**src/psi_pkg.sv**
```systemverilog
package psi_pkg;

  localparam int NUM_PUMPS_DEF = 2;
  localparam int CFG_AW        = 5;

  // floor(x / 1000) for any 32-bit x is (x * DIV1000_MUL) >> DIV1000_SH
  localparam logic [31:0] DIV1000_MUL = 32'd274877907;
  localparam int          DIV1000_SH  = 38;
  localparam int          SECS_W      = 23;
  localparam logic [25:0] MS_PER_SEC  = 26'd1000;
  localparam logic [7:0]  PCT_MAX     = 8'd100;

  typedef enum logic [2:0] {
    MODE_OFF     = 3'd0,
    MODE_ON      = 3'd1,
    MODE_DRY     = 3'd2,
    MODE_RUNTIME = 3'd3,
    MODE_SENSOR  = 3'd4
  } mode_e;

  typedef enum logic [2:0] {
    RES_GRANTED = 3'd0,
    RES_DRY     = 3'd1,
    RES_SENSOR  = 3'd2,
    RES_RUNTIME = 3'd3,
    RES_INVALID = 3'd4
  } res_e;

  typedef enum logic [2:0] {
    CFG_MIN_WATER  = 3'd0,
    CFG_SOIL_THR   = 3'd1,
    CFG_AUTO_MODE  = 3'd2,
    CFG_MAX_PUMP   = 3'd3,
    CFG_HYST       = 3'd4,
    CFG_COOLDOWN   = 3'd5,
    CFG_MAX_MANUAL = 3'd6
  } cfg_reg_e;

  typedef struct packed {
    mode_e       mode;
    logic        relay;
    logic        demand;
    logic [31:0] start;
    logic [31:0] lock_dl;
    logic [31:0] run_dl;
  } pump_st_t;

  typedef struct packed {
    logic [6:0]  min_water;
    logic [6:0]  soil_thr;
    logic        auto_mode;
    logic [25:0] max_run_ms;
    logic [6:0]  hyst;
    logic [26:0] cooldown;
  } cfg_t;

  typedef struct packed {
    logic        op;
    logic [31:0] now;
    logic [6:0]  tank;
    logic        tank_err;
    logic [6:0]  soil;
    logic        soil_err;
    logic        desired;
    logic        dur_nz;
    logic [25:0] dur_ms;
  } item_t;

  typedef struct packed {
    pump_st_t    st;
    res_e        res;
    logic        stop;
    logic [31:0] stop_ms;
  } step_t;

endpackage

```
**src/psi_step.sv**
```systemverilog
module psi_step import psi_pkg::*; (
  input  cfg_t     cfg_i,
  input  item_t    item_i,
  input  pump_st_t cur_i,
  output step_t    step_o
);

  function automatic logic pending(input logic [31:0] now, input logic [31:0] dl);
    logic [31:0] d;
    d = dl - now;
    return (dl != '0) && (d != '0) && !d[31];
  endfunction

  function automatic logic [31:0] make_dl(input logic [31:0] sum);
    return (sum == '0) ? 32'd1 : sum;
  endfunction

  // relay off; a timed run reports its elapsed milliseconds
  function automatic step_t drive_off(input step_t w, input logic [31:0] now);
    step_t r;
    r = w;
    if (w.st.relay) begin
      r.st.relay = 1'b0;
      if (w.st.start != '0) begin
        r.stop    = 1'b1;
        r.stop_ms = now - w.st.start;
      end
      r.st.start = '0;
    end
    return r;
  endfunction

  logic [7:0]  rel_sum;
  logic [7:0]  rel;
  logic [7:0]  dry_rel;
  logic [31:0] run_el;
  step_t       w;

  assign rel_sum = {1'b0, cfg_i.soil_thr} + {1'b0, cfg_i.hyst};
  assign rel     = (rel_sum > PCT_MAX) ? PCT_MAX : rel_sum;
  assign dry_rel = {1'b0, cfg_i.min_water} + {1'b0, cfg_i.hyst};

  always_comb begin
    w        = '0;
    w.st     = cur_i;
    w.res    = RES_GRANTED;
    run_el   = '0;
    if (!item_i.op) begin
      // hard lockouts and lockout release
      if (item_i.tank_err) begin
        w         = drive_off(w, item_i.now);
        w.st.mode = MODE_SENSOR;
      end else if (item_i.tank < cfg_i.min_water) begin
        w         = drive_off(w, item_i.now);
        w.st.mode = MODE_DRY;
      end else if (w.st.mode == MODE_RUNTIME && pending(item_i.now, w.st.lock_dl)) begin
        w = drive_off(w, item_i.now);
      end else begin
        if (w.st.mode == MODE_DRY && {1'b0, item_i.tank} >= dry_rel) w.st.mode = MODE_OFF;
        if (w.st.mode == MODE_SENSOR) w.st.mode = MODE_OFF;
        if (w.st.mode == MODE_RUNTIME) begin
          w.st.mode    = MODE_OFF;
          w.st.lock_dl = '0;
        end
      end
      // auto demand with hysteresis band
      if (cfg_i.auto_mode) begin
        if (item_i.soil_err) w.st.demand = 1'b0;
        else if (item_i.soil < cfg_i.soil_thr) w.st.demand = 1'b1;
        else if ({1'b0, item_i.soil} > rel) w.st.demand = 1'b0;
      end
      // manual run timer and demand following
      if (w.st.mode == MODE_OFF || w.st.mode == MODE_ON) begin
        if (w.st.run_dl != '0 && !pending(item_i.now, w.st.run_dl)) begin
          w           = drive_off(w, item_i.now);
          w.st.mode   = MODE_OFF;
          w.st.run_dl = '0;
          w.st.demand = 1'b0;
        end else if (w.st.demand && !w.st.relay) begin
          w.st.relay = 1'b1;
          w.st.start = item_i.now;
          w.st.mode  = MODE_ON;
        end else if (!w.st.demand && w.st.relay) begin
          w           = drive_off(w, item_i.now);
          w.st.mode   = MODE_OFF;
          w.st.run_dl = '0;
        end
      end
      // runtime trip arms the cooldown
      run_el = item_i.now - w.st.start;
      if (w.st.mode == MODE_ON && w.st.start != '0 && run_el >= {6'b0, cfg_i.max_run_ms}) begin
        w            = drive_off(w, item_i.now);
        w.st.mode    = MODE_RUNTIME;
        w.st.run_dl  = '0;
        w.st.lock_dl = make_dl(item_i.now + {5'b0, cfg_i.cooldown});
        w.st.demand  = 1'b0;
      end
    end else begin
      if (!item_i.desired) begin
        w.st.demand = 1'b0;
        w.st.run_dl = '0;
      end else begin
        if (item_i.tank_err) w.res = RES_SENSOR;
        else if (item_i.tank < cfg_i.min_water) w.res = RES_DRY;
        else if (w.st.mode == MODE_RUNTIME) w.res = RES_RUNTIME;
        else if (w.st.mode == MODE_SENSOR) w.res = RES_SENSOR;
        else if (w.st.mode == MODE_DRY) w.res = RES_DRY;
        if (w.res == RES_GRANTED) begin
          w.st.demand = 1'b1;
          w.st.run_dl = item_i.dur_nz ? make_dl(item_i.now + {6'b0, item_i.dur_ms}) : '0;
        end
      end
    end
    step_o = w;
  end

endmodule

```
**src/pump_safety_interlock.sv**
```systemverilog
// channel   | handshake                  | payload
// input     | in_valid_i / in_stall_o    | operation, pump_index, now_ms, levels, request
// result    | out_valid_o / out_stall_i  | pump_echo, relay_on, pump_state, request_result,
//           |                            | stopped_seconds, run_seconds_today
// config    | psel/penable/pwrite/pready | paddr, pwdata, prdata
// one request per clock while in_stall_o is low; each request passes through every stage to the result
// the four stages are input capture, pump state update, /1000 multiply, run total
// stalled results back up into empty stages first; in_stall_o rises only when all are full
// reset puts every pump off with no timers and zero totals, and loads register defaults
module pump_safety_interlock import psi_pkg::*; #(
  parameter int NUM_PUMPS = NUM_PUMPS_DEF
) (
  input  logic              clk_i,
  input  logic              rst_ni,
  input  logic              in_valid_i,
  output logic              in_stall_o,
  input  logic              operation_i,
  input  logic [1:0]        pump_index_i,
  input  logic [31:0]       now_ms_i,
  input  logic [6:0]        tank_level_i,
  input  logic              tank_err_i,
  input  logic [6:0]        soil_level_i,
  input  logic              soil_err_i,
  input  logic              desired_i,
  input  logic [15:0]       duration_sec_i,
  output logic              out_valid_o,
  input  logic              out_stall_i,
  output logic [1:0]        pump_echo_o,
  output logic              relay_on_o,
  output logic [2:0]        pump_state_o,
  output logic [2:0]        request_result_o,
  output logic [SECS_W-1:0] stopped_seconds_o,
  output logic [31:0]       run_seconds_today_o,
  input  logic              psel,
  input  logic              penable,
  input  logic              pwrite,
  input  logic [CFG_AW-1:0] paddr,
  input  logic [31:0]       pwdata,
  output logic [31:0]       prdata,
  output logic              pready
);

  localparam int PW = (NUM_PUMPS > 1) ? $clog2(NUM_PUMPS) : 1;

  // configuration registers
  logic [6:0]  min_water_q, soil_thr_q, hyst_q;
  logic        auto_mode_q;
  logic [15:0] max_pump_q, max_manual_q;
  logic [26:0] cooldown_q;
  logic [25:0] max_run_ms_q;
  logic        cfg_we;
  cfg_reg_e    cfg_sel;
  cfg_t        cfg;

  assign pready  = 1'b1;
  assign cfg_we  = psel && penable && pwrite;
  assign cfg_sel = cfg_reg_e'(paddr[4:2]);

  always_ff @(posedge clk_i or negedge rst_ni) begin
    if (!rst_ni) begin
      min_water_q  <= 7'd10;
      soil_thr_q   <= 7'd30;
      auto_mode_q  <= 1'b0;
      max_pump_q   <= 16'd600;
      max_run_ms_q <= 26'd600000;
      hyst_q       <= 7'd5;
      cooldown_q   <= 27'd60000;
      max_manual_q <= 16'd3600;
    end else if (cfg_we) begin
      case (cfg_sel)
        CFG_MIN_WATER:  min_water_q <= pwdata[6:0];
        CFG_SOIL_THR:   soil_thr_q  <= pwdata[6:0];
        CFG_AUTO_MODE:  auto_mode_q <= pwdata[0];
        CFG_MAX_PUMP: begin
          max_pump_q   <= pwdata[15:0];
          // run limit in ms kept ready for the trip compare
          max_run_ms_q <= {10'b0, pwdata[15:0]} * MS_PER_SEC;
        end
        CFG_HYST:       hyst_q       <= pwdata[6:0];
        CFG_COOLDOWN:   cooldown_q   <= pwdata[26:0];
        CFG_MAX_MANUAL: max_manual_q <= pwdata[15:0];
        default: ;
      endcase
    end
  end

  always_comb begin
    case (cfg_sel)
      CFG_MIN_WATER:  prdata = {25'b0, min_water_q};
      CFG_SOIL_THR:   prdata = {25'b0, soil_thr_q};
      CFG_AUTO_MODE:  prdata = {31'b0, auto_mode_q};
      CFG_MAX_PUMP:   prdata = {16'b0, max_pump_q};
      CFG_HYST:       prdata = {25'b0, hyst_q};
      CFG_COOLDOWN:   prdata = {5'b0, cooldown_q};
      CFG_MAX_MANUAL: prdata = {16'b0, max_manual_q};
      default:        prdata = '0;
    endcase
  end

  assign cfg.min_water  = min_water_q;
  assign cfg.soil_thr   = soil_thr_q;
  assign cfg.auto_mode  = auto_mode_q;
  assign cfg.max_run_ms = max_run_ms_q;
  assign cfg.hyst       = hyst_q;
  assign cfg.cooldown   = cooldown_q;

  // stage valids and the advance chain; an empty stage always takes the one before it
  logic v0_q, v1_q, v2_q, vo_q;
  logic mv1, mv2, mvo, accept;

  assign mvo        = v2_q && (!vo_q || !out_stall_i);
  assign mv2        = v1_q && (!v2_q || mvo);
  assign mv1        = v0_q && (!v1_q || mv2);
  assign in_stall_o = v0_q && !mv1;
  assign accept     = in_valid_i && !in_stall_o;

  always_ff @(posedge clk_i or negedge rst_ni) begin
    if (!rst_ni) begin
      v0_q <= 1'b0;
      v1_q <= 1'b0;
      v2_q <= 1'b0;
      vo_q <= 1'b0;
    end else begin
      if (accept) v0_q <= 1'b1;
      else if (mv1) v0_q <= 1'b0;
      if (mv1) v1_q <= 1'b1;
      else if (mv2) v1_q <= 1'b0;
      if (mv2) v2_q <= 1'b1;
      else if (mvo) v2_q <= 1'b0;
      if (mvo) vo_q <= 1'b1;
      else if (out_valid_o && !out_stall_i) vo_q <= 1'b0;
    end
  end

  // stage 0: capture, manual duration capped and scaled to ms
  item_t          item0_q;
  logic [PW-1:0]  pidx0_q;
  logic [1:0]     pecho0_q;
  logic           inval0_q;
  logic [15:0]    dur_cap;

  assign dur_cap = (duration_sec_i > max_manual_q) ? max_manual_q : duration_sec_i;

  always_ff @(posedge clk_i) begin
    if (accept) begin
      item0_q.op       <= operation_i;
      item0_q.now      <= now_ms_i;
      item0_q.tank     <= tank_level_i;
      item0_q.tank_err <= tank_err_i;
      item0_q.soil     <= soil_level_i;
      item0_q.soil_err <= soil_err_i;
      item0_q.desired  <= desired_i;
      item0_q.dur_nz   <= (duration_sec_i != '0);
      item0_q.dur_ms   <= {10'b0, dur_cap} * MS_PER_SEC;
      pidx0_q          <= pump_index_i[PW-1:0];
      pecho0_q         <= pump_index_i;
      inval0_q         <= (int'(pump_index_i) >= NUM_PUMPS);
    end
  end

  // stage 1: per-pump state machine; state commits as the request moves on
  pump_st_t pst_q [NUM_PUMPS];
  step_t    step;

  psi_step u_step (
    .cfg_i  (cfg),
    .item_i (item0_q),
    .cur_i  (pst_q[pidx0_q]),
    .step_o (step)
  );

  always_ff @(posedge clk_i or negedge rst_ni) begin
    if (!rst_ni) begin
      for (int i = 0; i < NUM_PUMPS; i++) begin
        pst_q[i] <= '0;
      end
    end else if (mv1 && !inval0_q) begin
      pst_q[pidx0_q] <= step.st;
    end
  end

  logic [PW-1:0] pidx1_q;
  logic [1:0]    pecho1_q;
  logic          inval1_q, relay1_q;
  mode_e         mode1_q;
  res_e          res1_q;
  logic [31:0]   stop_ms1_q;

  always_ff @(posedge clk_i) begin
    if (mv1) begin
      pidx1_q  <= pidx0_q;
      pecho1_q <= pecho0_q;
      inval1_q <= inval0_q;
      if (inval0_q) begin
        relay1_q   <= 1'b0;
        mode1_q    <= MODE_OFF;
        res1_q     <= RES_INVALID;
        stop_ms1_q <= '0;
      end else begin
        relay1_q   <= step.st.relay;
        mode1_q    <= step.st.mode;
        res1_q     <= step.res;
        stop_ms1_q <= step.stop ? step.stop_ms : '0;
      end
    end
  end

  // stage 2: elapsed ms to whole seconds by reciprocal multiply
  logic [63:0]       prod;
  logic [PW-1:0]     pidx2_q;
  logic [1:0]        pecho2_q;
  logic              inval2_q, relay2_q;
  mode_e             mode2_q;
  res_e              res2_q;
  logic [SECS_W-1:0] secs2_q;

  assign prod = {32'b0, stop_ms1_q} * {32'b0, DIV1000_MUL};

  always_ff @(posedge clk_i) begin
    if (mv2) begin
      pidx2_q  <= pidx1_q;
      pecho2_q <= pecho1_q;
      inval2_q <= inval1_q;
      relay2_q <= relay1_q;
      mode2_q  <= mode1_q;
      res2_q   <= res1_q;
      secs2_q  <= prod[DIV1000_SH+SECS_W-1:DIV1000_SH];
    end
  end

  // stage 3: saturating run total, kept per pump in request order
  logic [31:0] total_q [NUM_PUMPS];
  logic [32:0] tsum;
  logic [31:0] total_d;

  assign tsum    = {1'b0, total_q[pidx2_q]} + {10'b0, secs2_q};
  assign total_d = tsum[32] ? '1 : tsum[31:0];

  always_ff @(posedge clk_i or negedge rst_ni) begin
    if (!rst_ni) begin
      for (int i = 0; i < NUM_PUMPS; i++) begin
        total_q[i] <= '0;
      end
    end else if (mvo && !inval2_q) begin
      total_q[pidx2_q] <= total_d;
    end
  end

  logic [1:0]        pecho_o_q;
  logic              relay_o_q;
  mode_e             mode_o_q;
  res_e              res_o_q;
  logic [SECS_W-1:0] secs_o_q;
  logic [31:0]       total_o_q;

  always_ff @(posedge clk_i) begin
    if (mvo) begin
      pecho_o_q <= pecho2_q;
      relay_o_q <= relay2_q;
      mode_o_q  <= mode2_q;
      res_o_q   <= res2_q;
      secs_o_q  <= secs2_q;
      total_o_q <= inval2_q ? '0 : total_d;
    end
  end

  assign out_valid_o         = vo_q;
  assign pump_echo_o         = pecho_o_q;
  assign relay_on_o          = relay_o_q;
  assign pump_state_o        = mode_o_q;
  assign request_result_o    = res_o_q;
  assign stopped_seconds_o   = secs_o_q;
  assign run_seconds_today_o = total_o_q;

endmodule

```
**config.mk**
```make
export PLATFORM = sky130hd
export DESIGN_NAME = pump_safety_interlock
export DESIGN_NICKNAME = d
export VERILOG_FILES = /design/src/psi_pkg.sv /design/src/psi_step.sv /design/src/pump_safety_interlock.sv
export SDC_FILE = /design/constraint.sdc
export NUM_CORES = 2
export LEC_CHECK = 0
export BUFFER_PORTS_ARGS = -buffer_cell sky130_fd_sc_hd__buf_2
export CAP_MARGIN = 25
export CORE_MARGIN = 4
export CORE_UTILIZATION = 44
export DETAILED_ROUTE_END_ITERATION = 8
export REMOVE_ABC_BUFFERS = 1
export SYNTH_ARGS = -nofsm -noshare
export SYNTH_HDL_FRONTEND = slang
export SYNTH_SLANG_ARGS = --single-unit
```
**constraint.sdc**
```tcl
create_clock -name clk_i -period 14.7 [get_ports clk_i]
set_input_delay 0.735 -clock clk_i [delete_from_list [all_inputs] [get_ports clk_i]]
set_output_delay 0.735 -clock clk_i [all_outputs]
set_load 0.005 [all_outputs]
```
======== Yosys cells after proc, flatten, opt, wreduce, memory -nomap -nowiden ========
Index checks and enable logic that the tools add are counted.
cells by class
  add/sub/neg operators ................... 10
  equal/unequal tests ..................... 13
  muxes and demuxes ....................... 86
  bitwise gates (word level) .............. 3
  reduce and logical (&&, ||, !) cells .... 65
  magnitude comparators ................... 12
  $mul .................................... 3
operator list
  operator                                                               count
  137-bit two-way mux                                                    8
  32-bit two-way mux                                                     16
  101-bit two-way mux                                                    4
  33-bit two-way mux                                                     8
  32-bit nonzero test                                                    7
  202-bit bitwise mux                                                    1
  27-bit case mux with 7 select lines                                    1
  32-bit subtractor                                                      5
  101-bit demux with 1-bit select                                        1
  100-bit two-way mux                                                    1
  64-bit bitwise mux                                                     1
  32-bit logical NOT                                                     2
  64-bit two-way mux                                                     1
  32-bit by 29-bit multiplier with 61-bit output, second input constant  1
  3-bit two-way mux                                                      19
  16-bit by 7-bit multiplier with 23-bit output, second input constant   2
  35-bit two-way mux                                                     1
  34-bit two-way mux                                                     1
  32-bit by 23-bit adder with 33-bit output                              1
  32-bit by 26-bit adder with 32-bit output                              1
  32-bit by 27-bit adder with 32-bit output                              1
  32-bit demux with 1-bit select                                         1
  32-bit by 26-bit >= comparator with 1-bit output                       1
  1-bit logical AND                                                      23
  other kinds (24)                                                       84
storage, ports and cells
  logic and storage cells ................. 250
  input bits .............................. 112
  bits in registers ....................... 593

======== Depth between registers and ports, before layout ========
  depth after elaboration ................. 44
  depth in mapped cells ................... 57

======== Modules after synthesis ========
A second synthesis with hierarchy kept.
unflattened totals
  cells, all modules ...................... 6247
  area total of the unflattened synthesis .. 60842.1 µm²
by module, submodules not included
  module                 area each (µm²)  cells an instance  times used  seq. area each (µm²)
  pump_safety_interlock  43994.7          3758               1           15833.9
  psi_step               16847.4          2489               1           0.0

======== Worst setup path after synthesis ========
No wires, ideal clock.
  path kind ............................... reg-to-reg
  from .................................... reg pecho0_q[0] (netlist name)
  to ...................................... reg stop_ms1_q[0], data pin
  required time ........................... 14438 ps
  cell stages (with the launch flop) ...... 55
  path buffers ............................ 10
  slack ................................... 2391 ps
  arrival time ............................ 12047 ps
  cell sequence ........................... edfxtp_1 > clkbuf_1 > clkbuf_1 > buf_1 > clkbuf_1 > buf_1 > clkbuf_1 > clkbuf_1 > mux2i_1 > ha_1 > fa_1 > xnor2_1 > a2111oi_0 > o2111ai_1 > nor4_1 > or4b_1 > a2111oi_2 > nand4b_1 > [19 not listed] > ha_1 > a21oi_1 > nor2b_1 > o21ai_0 > nand2b_1 > a21oi_1 > nor2b_1 > o21ai_0 > nand2b_1 > a21oi_1 > nor2b_1 > or4_1 > nor4b_1 > a21oi_1 > buf_6 > buf_6 > a222oi_1 > nor2_1
RTL lines
  element                 line                          text
  end signal: assignment  pump_safety_interlock.sv:203  stop_ms1_q <= step.stop ? step.stop_ms : '0;
  end: declaration        pump_safety_interlock.sv:187  logic [31:0] stop_ms1_q;

==> results.toml <==
[run_status]
status = "finished, final reports clean"

[synthesis]
ys_ff_latch = 588
post-synth-top-count-cell = "ha_1"
avgSynthCellArea_um2 = 9.92
synth_area_leader_cell = "ha_1"
synth_common_cells = "ha_1, inv_1, nand2_1, fa_1, dfrtp_1"
async_flop_share = 0.633
synth_edf_count = 216
synthFlopType = "dfrtp_1"
synth_top_area_share = 0.176
syn_inst = 5750
yosysUniqueCellTypes = 100
yosysSeqAreaShare = 0.278
synthTopCellsByArea = "ha_1, dfrtp_1, fa_1"
yosys_warnings = 0
syn_area_um2 = 57000

[clock_network]
ctsResizeCount = 0
cts_tree = "built"
clkTransAtPathRegs_ps = 60
cts.path.max_buffers = 3
htree_levels = 3
cts_buffers = 68
insertion_delay_ps = 700
cts_sinks = 588
cts_root_buf = "clkbuf_16"
post_cts_buffers = 0

[setup_path]
crit_fanout = 64
rr_worst_depth = 44
r2r_end = "stop_ms1_q[0]$_SDFFCE_PP0P_"
start_kind = "flop"
cpMostUsedCell = "nor2b_1"
reg2reg_from = "pecho0_q[0]$_DFFE_PP_"
max_stage_delay_ps = 970
cp.required_ps = 15090
end_kind = "flop"
crit_arrival_ps = 13640
path_class = "reg -> reg"
rrSetupSlack_ps = 1450
critPathSlowestCell = "edfxtp_1"

[global_routing]
grt_pass1_wl_um = 255000
grt_max_degree = 170
antenna_found_initial = 8
grt.total_usage = 0.241
grt_pass1_vias = 43682
overflow = 0

[timing]
fin_crit_sh = 0.901
holdWs_ps = 217
rsz0062_at_grt = "no"
slew_viol_final = 0
period_minus_slack_ps = 13250
setup_viol_count_final = 0
max_freq_mhz = 75.5
hold_viol = 0
slew_headroom = 0.278
fin_skew_ps = 55.6
worstMarginPinSlew_ps = 1080

[hold_path]
hold_depth = 1
min-delay-start = "tank_level_i[5]"
min_to = "item0_q[42]$_DFFE_PP_"
holdCritPathClass = "in -> reg"

[route]
ant_nets = 0
drt-total-wl_um = 163000
vias = 43533
drc = 0
routed_via_density = 5.62
wl_per_cell_um = 21.1
drt_iter0_drc = 3701
first_pass_iters = 8

[floorplan]
core-area_um2 = 128000
start_util = 0.445
die_height_um = 368
rows = 131
die-area_um2 = 135000
die_x_um = 368
pin_count = 211

[finish]
fin_nets = 7280
drive_above_1_share = 0.112
synthToLayoutAreaGrowth_pct = 9.80
fin_area_um2 = 62600

[power_and_ir_drop]
power_density_nw_per_um2 = 243
peakVddDrop_mv = 0.298
p_leak_uw = 0.0299

[place]
post_dp_cell_area_um2 = 60200
io_buffers = 197
gp_congestion = 0.899
dpl.hpwl_um = 128000

[flow_run]
drv_cap = 0
-- metrics by stage --
| stage | instances | power, µW | utilization | TNS [ps] | setup slack [ps] |
|---|---|---|---|---|---|
| after floorplan | 5586 | 10800 | - | -1.92 | -1.92 |
| after global placement | 7602 | 13300 | 0.470 | 0 | 1670 |
| after detailed placement | 7605 | 13500 | 0.470 | 0 | 1680 |
| after CTS | 7732 | 15300 | 0.488 | 0 | 1630 |
| after global routing | 7736 | 17100 | 0.489 | 0 | 785 |
| final | 7741 | 15200 | 0.489 | 0 | 1450 |
-- worst max-delay path by stage --
stage,start,endpoint,slack (ps),cells past startpoint
2_1_floorplan,pecho0_q[0]$_DFFE_PP_,stop_ms1_q[31]$_SDFFCE_PP0P_,-2,36
3_3_place_gp,pecho0_q[0]$_DFFE_PP_,stop_ms1_q[0]$_SDFFCE_PP0P_,1670,45
3_5_place_dp,pecho0_q[0]$_DFFE_PP_,stop_ms1_q[0]$_SDFFCE_PP0P_,1680,44
4_1_cts,pecho0_q[0]$_DFFE_PP_,stop_ms1_q[0]$_SDFFCE_PP0P_,1630,44
5_1_grt,pecho0_q[0]$_DFFE_PP_,stop_ms1_q[0]$_SDFFCE_PP0P_,790,46
6_report,pecho0_q[0]$_DFFE_PP_,stop_ms1_q[0]$_SDFFCE_PP0P_,1450,44
-- critical path: cells and delay by family (launching register included) --
family / cells / cell delay, ps
flops: 1 / 970
simple gates: 15 / 3810
buf+inv: 3 / 560
xor+xnor: 1 / 240
mux: 1 / 510
compound gates: 20 / 5580
fa+ha+maj: 4 / 1230
-- area by class of cell --
class,instances,area [µm²]
antenna,5,12.5
clock buffer,93,1880
clock inverter,33,449
fill,12045,65500
inverter,782,2940
multi-input combinational,4216,37600
sequential,588,15800
tap,1729,2160
timing repair buffer,295,1790
-- power by group --
part / switching (µW) / leakage, µW / internal [µW]
Sequential: 254 / 0.00700 / 2410
Clock: 755 / 0.00112 / 991
Combinational: 6030 / 0.0218 / 4780
-- layout by cell type, fill, tap and decap left out, types with 172 or more instances in the layout --
master    instances
dfrtp_1         341
mux2_2          178
buf_2           197
inv_1           780
ha_1            801
o21ai_0         243
edfxtp_1        216
nor2_1          288
xnor2_1         172
nand2_1         440
a21oi_1         248
fa_1            416
-- repair_timing --
action | CTS | global route
endpoints found under the setup margin | 0 | 0
endpoints found under the hold margin | 5 | 0
hold buffers | 1 | 0
-- sequential cells by signal, indices dropped and copies added (netlist names), 7 cells and up --
name	cells
cooldown_q	27
hyst_q	7
item0_q	74
max_manual_q	16
max_pump_q	16
max_run_ms_q	21
min_water_q	7
pst_q	202
run_seconds_today_o	32
secs2_q	23
soil_thr_q	7
stop_ms1_q	32
stopped_seconds_o	23
total_q	64
-- cells by family after synthesis --
| family | share of synthesized area |
|---|---|
| compound gates | 0.152 |
| xor+xnor | 0.0358 |
| fa+ha+maj | 0.322 |
| buf+inv | 0.0650 |
| flops | 0.278 |
| mux | 0.0414 |
| other cells | 0.000132 |
| simple gates | 0.107 |
-- metal layers --
metal	global-route usage	share of wire
met2	0.371	0.44
met5	0	0.000080
met3	0.0353	0.064
met4	0.0724	0.033
met1	0.351	0.47
No activity file was read; power rests on OpenSTA's default activity.
